## src/psp_pkg.sv

```systemverilog
// Types, constants and tables of the path segment projection block
package psp_pkg;

  // default sizes
  localparam int MAX_POINTS_DEF = 64;
  localparam int BACK_SPAN_DEF  = 2;
  localparam int AHEAD_SPAN_DEF = 6;

  // item opcodes
  localparam logic OP_WRITE = 1'b0;
  localparam logic OP_QUERY = 1'b1;

  // arithmetic constants
  localparam logic signed [63:0] LEN_MIN     = 64'sd1074;  // 1e-6 m^2 in Q32.30
  localparam logic signed [15:0] PI_Q13      = 16'sd25736;
  localparam logic signed [15:0] HALF_PI_Q13 = 16'sd12868;
  localparam logic [4:0]         CORDIC_STEPS = 5'd20;
  localparam logic [4:0]         DIV_STEPS    = 5'd30;
  localparam logic [5:0]         SQRT_STEPS   = 6'd32;

  // multiplier operand selects
  localparam logic [3:0] MS_NONE = 4'd0;
  localparam logic [3:0] MS_DXDX = 4'd1;
  localparam logic [3:0] MS_DZDZ = 4'd2;
  localparam logic [3:0] MS_AXDX = 4'd3;
  localparam logic [3:0] MS_AZDZ = 4'd4;
  localparam logic [3:0] MS_TDX  = 4'd5;
  localparam logic [3:0] MS_TDZ  = 4'd6;
  localparam logic [3:0] MS_XOXO = 4'd7;
  localparam logic [3:0] MS_ZOZO = 4'd8;
  localparam logic [3:0] MS_DXZO = 4'd9;
  localparam logic [3:0] MS_DZXO = 4'd10;

  // accumulator operations
  localparam logic [1:0] ACC_HOLD = 2'd0;
  localparam logic [1:0] ACC_LD   = 2'd1;
  localparam logic [1:0] ACC_ADD  = 2'd2;

  typedef struct packed {
    logic               op;
    logic [5:0]         wp_index;
    logic signed [31:0] x_coord;
    logic signed [31:0] z_coord;
    logic [6:0]         hint_index;
  } psp_in_t;

  typedef struct packed {
    logic signed [31:0] cross_track;
    logic signed [15:0] heading;
    logic [6:0]         seg_index;
  } psp_out_t;

  // controller -> datapath
  typedef struct packed {
    logic       wr;
    logic       q_load;
    logic       rd_a;
    logic       rd_b;
    logic       cap_p1;
    logic       cap_p2;
    logic [3:0] mul_sel;
    logic [1:0] acc_op;
    logic       cap_len;
    logic       div_init;
    logic       div_step;
    logic       cap_xo;
    logic       cap_zo;
    logic       keep;
    logic       seg_next;
    logic       cap_m1;
    logic       cap_sign;
    logic       sq_init;
    logic       sq_step;
    logic       hd_init;
    logic       hd_norm;
    logic       hd_step;
    logic       res_load;
  } psp_cmd_t;

  // datapath -> controller
  typedef struct packed {
    logic more;
    logic len_small;
    logic div_done;
    logic sq_done;
    logic norm_done;
    logic cord_done;
  } psp_sts_t;

  // CORDIC arctangent table, units of 2^-20 rad
  function automatic logic [19:0] atan_lut(input logic [4:0] idx);
    logic [19:0] v;
    unique case (idx)
      5'd0:  v = 20'd823550;
      5'd1:  v = 20'd486170;
      5'd2:  v = 20'd256879;
      5'd3:  v = 20'd130396;
      5'd4:  v = 20'd65451;
      5'd5:  v = 20'd32757;
      5'd6:  v = 20'd16383;
      5'd7:  v = 20'd8192;
      5'd8:  v = 20'd4096;
      5'd9:  v = 20'd2048;
      5'd10: v = 20'd1024;
      5'd11: v = 20'd512;
      5'd12: v = 20'd256;
      5'd13: v = 20'd128;
      5'd14: v = 20'd64;
      5'd15: v = 20'd32;
      5'd16: v = 20'd16;
      5'd17: v = 20'd8;
      5'd18: v = 20'd4;
      5'd19: v = 20'd2;
      default: v = 20'd0;
    endcase
    return v;
  endfunction

endpackage

```

## src/psp_ctrl.sv

```systemverilog
// Sequencing state machine of the path segment projection block
module psp_ctrl
  import psp_pkg::*;
(
  input  logic     clk,
  input  logic     rst_n,
  input  logic     in_valid,
  input  logic     in_op,
  output logic     in_ready,
  output logic     out_valid,
  input  logic     out_ready,
  input  psp_sts_t sts,
  output psp_cmd_t cmd
);

  localparam logic [4:0] S_IDLE = 5'd0;
  localparam logic [4:0] S_WIN  = 5'd1;
  localparam logic [4:0] S_RD0  = 5'd2;
  localparam logic [4:0] S_RD1  = 5'd3;
  localparam logic [4:0] S_DIF  = 5'd4;
  localparam logic [4:0] S_M1   = 5'd5;
  localparam logic [4:0] S_M2   = 5'd6;
  localparam logic [4:0] S_M3   = 5'd7;
  localparam logic [4:0] S_M4   = 5'd8;
  localparam logic [4:0] S_M5   = 5'd9;
  localparam logic [4:0] S_CHK  = 5'd10;
  localparam logic [4:0] S_DIV  = 5'd11;
  localparam logic [4:0] S_T1   = 5'd12;
  localparam logic [4:0] S_T2   = 5'd13;
  localparam logic [4:0] S_T3   = 5'd14;
  localparam logic [4:0] S_E1   = 5'd15;
  localparam logic [4:0] S_E2   = 5'd16;
  localparam logic [4:0] S_E3   = 5'd17;
  localparam logic [4:0] S_KEEP = 5'd18;
  localparam logic [4:0] S_F0   = 5'd19;
  localparam logic [4:0] S_F1   = 5'd20;
  localparam logic [4:0] S_F2   = 5'd21;
  localparam logic [4:0] S_SQ   = 5'd22;
  localparam logic [4:0] S_NRM  = 5'd23;
  localparam logic [4:0] S_COR  = 5'd24;
  localparam logic [4:0] S_OUT  = 5'd25;

  logic [4:0] state_r, state_nxt;
  logic       ovld_r, ovld_nxt;
  logic       slot_free;

  assign in_ready  = (state_r == S_IDLE);
  assign out_valid = ovld_r;
  assign slot_free = !ovld_r || out_ready;

  // next state and commands
  always_comb begin
    state_nxt = state_r;
    ovld_nxt  = ovld_r && !out_ready;
    cmd       = '0;
    unique case (state_r)
      S_IDLE: begin
        if (in_valid) begin
          if (in_op == OP_WRITE) begin
            cmd.wr = 1'b1;
          end else begin
            cmd.q_load = 1'b1;
            state_nxt  = S_WIN;
          end
        end
      end
      S_WIN:  state_nxt = sts.more ? S_RD0 : S_F0;
      S_RD0: begin
        cmd.rd_a  = 1'b1;
        state_nxt = S_RD1;
      end
      S_RD1: begin
        cmd.rd_b   = 1'b1;
        cmd.cap_p1 = 1'b1;
        state_nxt  = S_DIF;
      end
      S_DIF: begin
        cmd.cap_p2 = 1'b1;
        state_nxt  = S_M1;
      end
      S_M1: begin
        cmd.mul_sel = MS_DXDX;
        state_nxt   = S_M2;
      end
      S_M2: begin
        cmd.mul_sel = MS_DZDZ;
        cmd.acc_op  = ACC_LD;
        state_nxt   = S_M3;
      end
      S_M3: begin
        cmd.mul_sel = MS_AXDX;
        cmd.acc_op  = ACC_ADD;
        state_nxt   = S_M4;
      end
      S_M4: begin
        cmd.mul_sel = MS_AZDZ;
        cmd.acc_op  = ACC_LD;
        cmd.cap_len = 1'b1;
        state_nxt   = S_M5;
      end
      S_M5: begin
        cmd.acc_op = ACC_ADD;
        state_nxt  = S_CHK;
      end
      S_CHK: begin
        if (sts.len_small) begin
          cmd.seg_next = 1'b1;
          state_nxt    = S_WIN;
        end else begin
          cmd.div_init = 1'b1;
          state_nxt    = S_DIV;
        end
      end
      S_DIV: begin
        if (sts.div_done) state_nxt = S_T1;
        else cmd.div_step = 1'b1;
      end
      S_T1: begin
        cmd.mul_sel = MS_TDX;
        state_nxt   = S_T2;
      end
      S_T2: begin
        cmd.mul_sel = MS_TDZ;
        cmd.cap_xo  = 1'b1;
        state_nxt   = S_T3;
      end
      S_T3: begin
        cmd.cap_zo = 1'b1;
        state_nxt  = S_E1;
      end
      S_E1: begin
        cmd.mul_sel = MS_XOXO;
        state_nxt   = S_E2;
      end
      S_E2: begin
        cmd.mul_sel = MS_ZOZO;
        cmd.acc_op  = ACC_LD;
        state_nxt   = S_E3;
      end
      S_E3: begin
        cmd.acc_op = ACC_ADD;
        state_nxt  = S_KEEP;
      end
      S_KEEP: begin
        cmd.keep     = 1'b1;
        cmd.seg_next = 1'b1;
        state_nxt    = S_WIN;
      end
      // side of the path, then distance root and heading of the best segment
      S_F0: begin
        cmd.mul_sel = MS_DXZO;
        state_nxt   = S_F1;
      end
      S_F1: begin
        cmd.mul_sel = MS_DZXO;
        cmd.cap_m1  = 1'b1;
        state_nxt   = S_F2;
      end
      S_F2: begin
        cmd.cap_sign = 1'b1;
        cmd.sq_init  = 1'b1;
        cmd.hd_init  = 1'b1;
        state_nxt    = S_SQ;
      end
      S_SQ: begin
        if (sts.sq_done) state_nxt = S_NRM;
        else cmd.sq_step = 1'b1;
      end
      S_NRM: begin
        if (sts.norm_done) state_nxt = S_COR;
        else cmd.hd_norm = 1'b1;
      end
      S_COR: begin
        if (sts.cord_done) state_nxt = S_OUT;
        else cmd.hd_step = 1'b1;
      end
      S_OUT: begin
        if (slot_free) begin
          cmd.res_load = 1'b1;
          ovld_nxt     = 1'b1;
          state_nxt    = S_IDLE;
        end
      end
      default: state_nxt = S_IDLE;
    endcase
  end

  always_ff @(posedge clk) begin
    if (!rst_n) begin
      state_r <= S_IDLE;
      ovld_r  <= 1'b0;
    end else begin
      state_r <= state_nxt;
      ovld_r  <= ovld_nxt;
    end
  end

endmodule

```

## config.mk

```make
export PLATFORM = sky130hd
export DESIGN_NAME = psp_ctrl
export DESIGN_NICKNAME = d
export VERILOG_FILES = /design/src/psp_pkg.sv /design/src/psp_ctrl.sv
export SDC_FILE = /design/constraint.sdc
export NUM_CORES = 1
export LEC_CHECK = 0
export BUFFER_PORTS_ARGS = -buffer_cell sky130_fd_sc_hd__clkbuf_2
export CAP_MARGIN = 20
export CORE_MARGIN = 2
export CORE_UTILIZATION = 35
export CTS_CLUSTER_SIZE = 10
export DETAILED_ROUTE_END_ITERATION = 16
export GPL_TIMING_DRIVEN = 0
export PLACE_DENSITY = 0.76
export REMOVE_ABC_BUFFERS = 1
export SLEW_MARGIN = 20
export SYNTH_ARGS = -nofsm -noshare
export SYNTH_HDL_FRONTEND = slang
export SYNTH_SLANG_ARGS = --single-unit
```

## constraint.sdc

```tcl
create_clock -name clk -period 4.2 [get_ports clk]
set_clock_uncertainty 0.15 [all_clocks]
set_input_delay 0.63 -clock clk [delete_from_list [all_inputs] [get_ports clk]]
set_output_delay 0.63 -clock clk [all_outputs]
set_load 0.03 [all_outputs]
```

# Word-level counts from Yosys, hierarchy flattened

Cells that the tools add are included.

Flip-flop bits (word level): 6
Output and inout bits: 29

Eq/ne operators: 32
Muxes and demuxes: 42
Reductions and logical operators: 8

Operator list:

| operator           | count |
|---|---|
| $pmux 5 s26        | 1 |
| $eq 5x5->1 const B | 10 |
| $eq 5x4->1 const B | 8 |
| $mux 5             | 8 |
| $pmux 4 s10        | 1 |
| $mux 1             | 25 |
| $eq 5x3->1 const B | 4 |
| $ne 2x2->1 const B | 7 |
| $eq 5x2->1 const B | 2 |
| $mux 2             | 4 |
| $reduce_and 7->1   | 1 |
| $reduce_or 3->1    | 2 |
| $eq 5x1->1 const B | 1 |
| $logic_not 5->1    | 1 |
| $mux 4             | 1 |
| $pmux 2 s2         | 1 |
| $logic_not 1->1    | 2 |
| $pmux 1 s2         | 1 |
| $logic_and 1x1->1  | 1 |
| $logic_or 1x1->1   | 1 |

# Depth between registers and ports, before layout

Word-level depth: 4
Mapped depth: 7
Depth with buffers taken out: 5

# Least setup slack after synthesis

No wires, ideal clock.

Kind: reg2out
From: register state_r[3]
To: output port cmd[8] in the netlist's numbering
Data arrival time: 2484 ps
Data required time: 3420 ps
Setup slack: 936 ps
Cell stages (with the launch flop): 5
Path buffers: 2
Cell sequence: dfxtp_1 buf_2 buf_1 nand3_1 a2111oi_0

RTL lines:

| element                | line            | RTL |
|---|---|---|
| from (decl)            | psp_ctrl.sv:43  | `logic [4:0] state_r, state_nxt;` |
| from (signal assigned) | psp_ctrl.sv:193 | `state_r <= state_nxt;` |
| to (decl)              | psp_ctrl.sv:13  | `output psp_cmd_t cmd` |

==> results.cfg <==
[outcome]
status = finished, final reports clean

[place]
port_buffers = 39
place_area_um2 = 936
placed_cells = 166
gp_congestion = 0.822
post-dp-hpwl_um = 1550

[worst_hold_path]
hold_class = reg2reg

[sta]
tightest_slew_ps = 807
slew_viol_final = 0
layout_min_cycle_time_ps = 2820
setup_viol = 0
fin_crit_sh = 0.672
grt_setup_unrepaired = false
slew_headroom = 0.461
hold_viol_final = 0
fmax_mhz = 354
tns_ps = 0

[finish]
stdcell_area_um2 = 958
insertedDiodeCount = 0
fin_util = 0.474
layout.nets = 155
drive_above_1_share = 0.366
synthToLayoutAreaGrowth_pct = 25.2
instances_no_fill = 169

[logic_synthesis]
ys_ff_latch = 6
synthCells = 112
synth_area_leaders = dfxtp_1, nor2_1, nand2_1
ys.flop_type = dfxtp_1
synth_most_common_cell = nor2_1
yosysUniqueCellTypes = 42
ys_seq_area_frac = 0.157
syn_area_per_cell_um2 = 6.84
yosysTopAreaCell = dfxtp_1
yosysTopAreaCellShare = 0.157
synth_warnings = 0
ys_async_sr_fraction = 0
synthTopCellsByCount = nor2_1, nand2_1, nor3_1
synth_edf_count = 0
synth_area_um2 = 766

[detailed_routing]
drcViolationCount = 0
drtAntennaViolNets = 0
vias = 928
routedWlPerCell_um = 12.2
wl_um = 2060
via_per_inst = 5.49
dr.pass1.iters = 4
drt_iter0_markers = 27

[power_and_ir_drop]
vdd_drop_max_mv = 0.348
total_leakage_power_nw = 0.419
swShare = 0.564
internal_power_w = 0.000250
p_seq_frac = 0.275
power_frac_clock = 0.090
power_frac_comb = 0.636
power_density_nw_per_um2 = 598
p_switching_w = 0.000323

[global_routing]
grt_pass1_vias = 742
grt_max_degree = 25
grt_pass1_wl_um = 3340
antenna_found_initial = 0
track_usage = 0.161
overflow = 0

[die]
io_pins = 40
die_h_um = 50.8
start_util = 0.379
fp-row-count = 16
die-area_um2 = 2580
core_area_um2 = 2020
die_w_um = 50.8

[job]
drv_cap = 0

[worst_setup_path]
cp_data_arrival_time_ps = 2040
crit_path_start_kind = flip-flop
cp_data_required_time_ps = 3420
crit_fanout = 24
cp-end-kind = output pin
crit_type = reg2out

[clocking]
path_clk_slew_ps = 50
cts_resized = 0
cts_max_path_buffers = 2
clkSinkCount = 6
cts_setup_buffers = 0
cts_hold_buf = 0
cts-buffers-inserted = 3
clockRootBuffer = clkbuf_4
clock_latency_ps = 240
cts.htree.levels = 1
cts_tree = yes
==> metrics by stage <==
step | hold WS, ps | worst slack, ps | power, W
floorplan | 437 | 1090 | 0.000424
global placement | 498 | 1700 | 0.000509
detailed placement | 505 | 1670 | 0.000518
CTS | 511 | 1410 | 0.000572
global route | 537 | 1260 | 0.000631
finish | 503 | 1380 | 0.000573
==> kinds of logic after synthesis <==
logic type	after synthesis	share of synthesized area
XOR/XNOR	1	0.0114
flip-flops	6	0.157
multiplexers	2	0.0261
AND/OR/NAND/NOR	60	0.472
AO/OA/AOI/OAI	28	0.242
buffers and inverters	15	0.0915
==> routing by layer <==
metal | track usage | part of all wire | vias up | wire [µm]
met2 | 0.261 | 0.49 | 30 | 1020
met5 | 0 | 0 | - | 0
met4 | 0.0270 | 0 | 0 | 0
li1 | - | - | 471 | -
met1 | 0.232 | 0.46 | 427 | 948
met3 | 0.0179 | 0.044 | 0 | 91
==> sequential cells by signal, indices dropped and copies added, names as in the netlist <==
name       count
out_valid      1
state_r        5
==> cells in the final DEF (no fill, tap or decap), drive strengths merged, types with 4 or more instances in the layout <==
cell type and n:
nor2 12, o21ai 7, clkbuf 42, nand2 11, a21oi 6, nor4 4, nor3 9, dfxtp 6
nand2b 6, o22ai 5
==> final cells by class <==
cell class	count	area (µm²)
Fill cell	229	1060
Multi-Input combinational cell	91	576
Timing Repair Buffer	39	195
Sequential cell	6	120
Tap cell	27	33.8
Clock buffer	3	22.5
Inverter	3	11.3
==> worst max-delay path: stages, from the launching register on <==
cell and delay (ps):
dfxtp_1 840, or3b_4 490, nor3_4 220, clkbuf_2 240
==> power groups by stage <==
stage	combinational (W)	sequential, W	clock [W]
6_report	0.000364	0.000157	0.0000514
5_1_grt	0.000407	0.000167	0.0000578
3_3_place_gp	0.000356	0.000153	0
4_1_cts	0.000364	0.000155	0.0000535
2_1_floorplan	0.000290	0.000134	0
3_5_place_dp	0.000363	0.000156	0
==> final timing paths <==
check                           slack (ps)  cells past startpoint  startpoint          to
worst max-delay path                  1380                      3  state_r[2]      cmd[4]
worst min-delay path                   500                      2   out_valid   out_valid
worst max register to register        1870                      5  state_r[0]  state_r[1]
worst min register to register         500                      2   out_valid   out_valid
(Power assumes the default switching activity.)
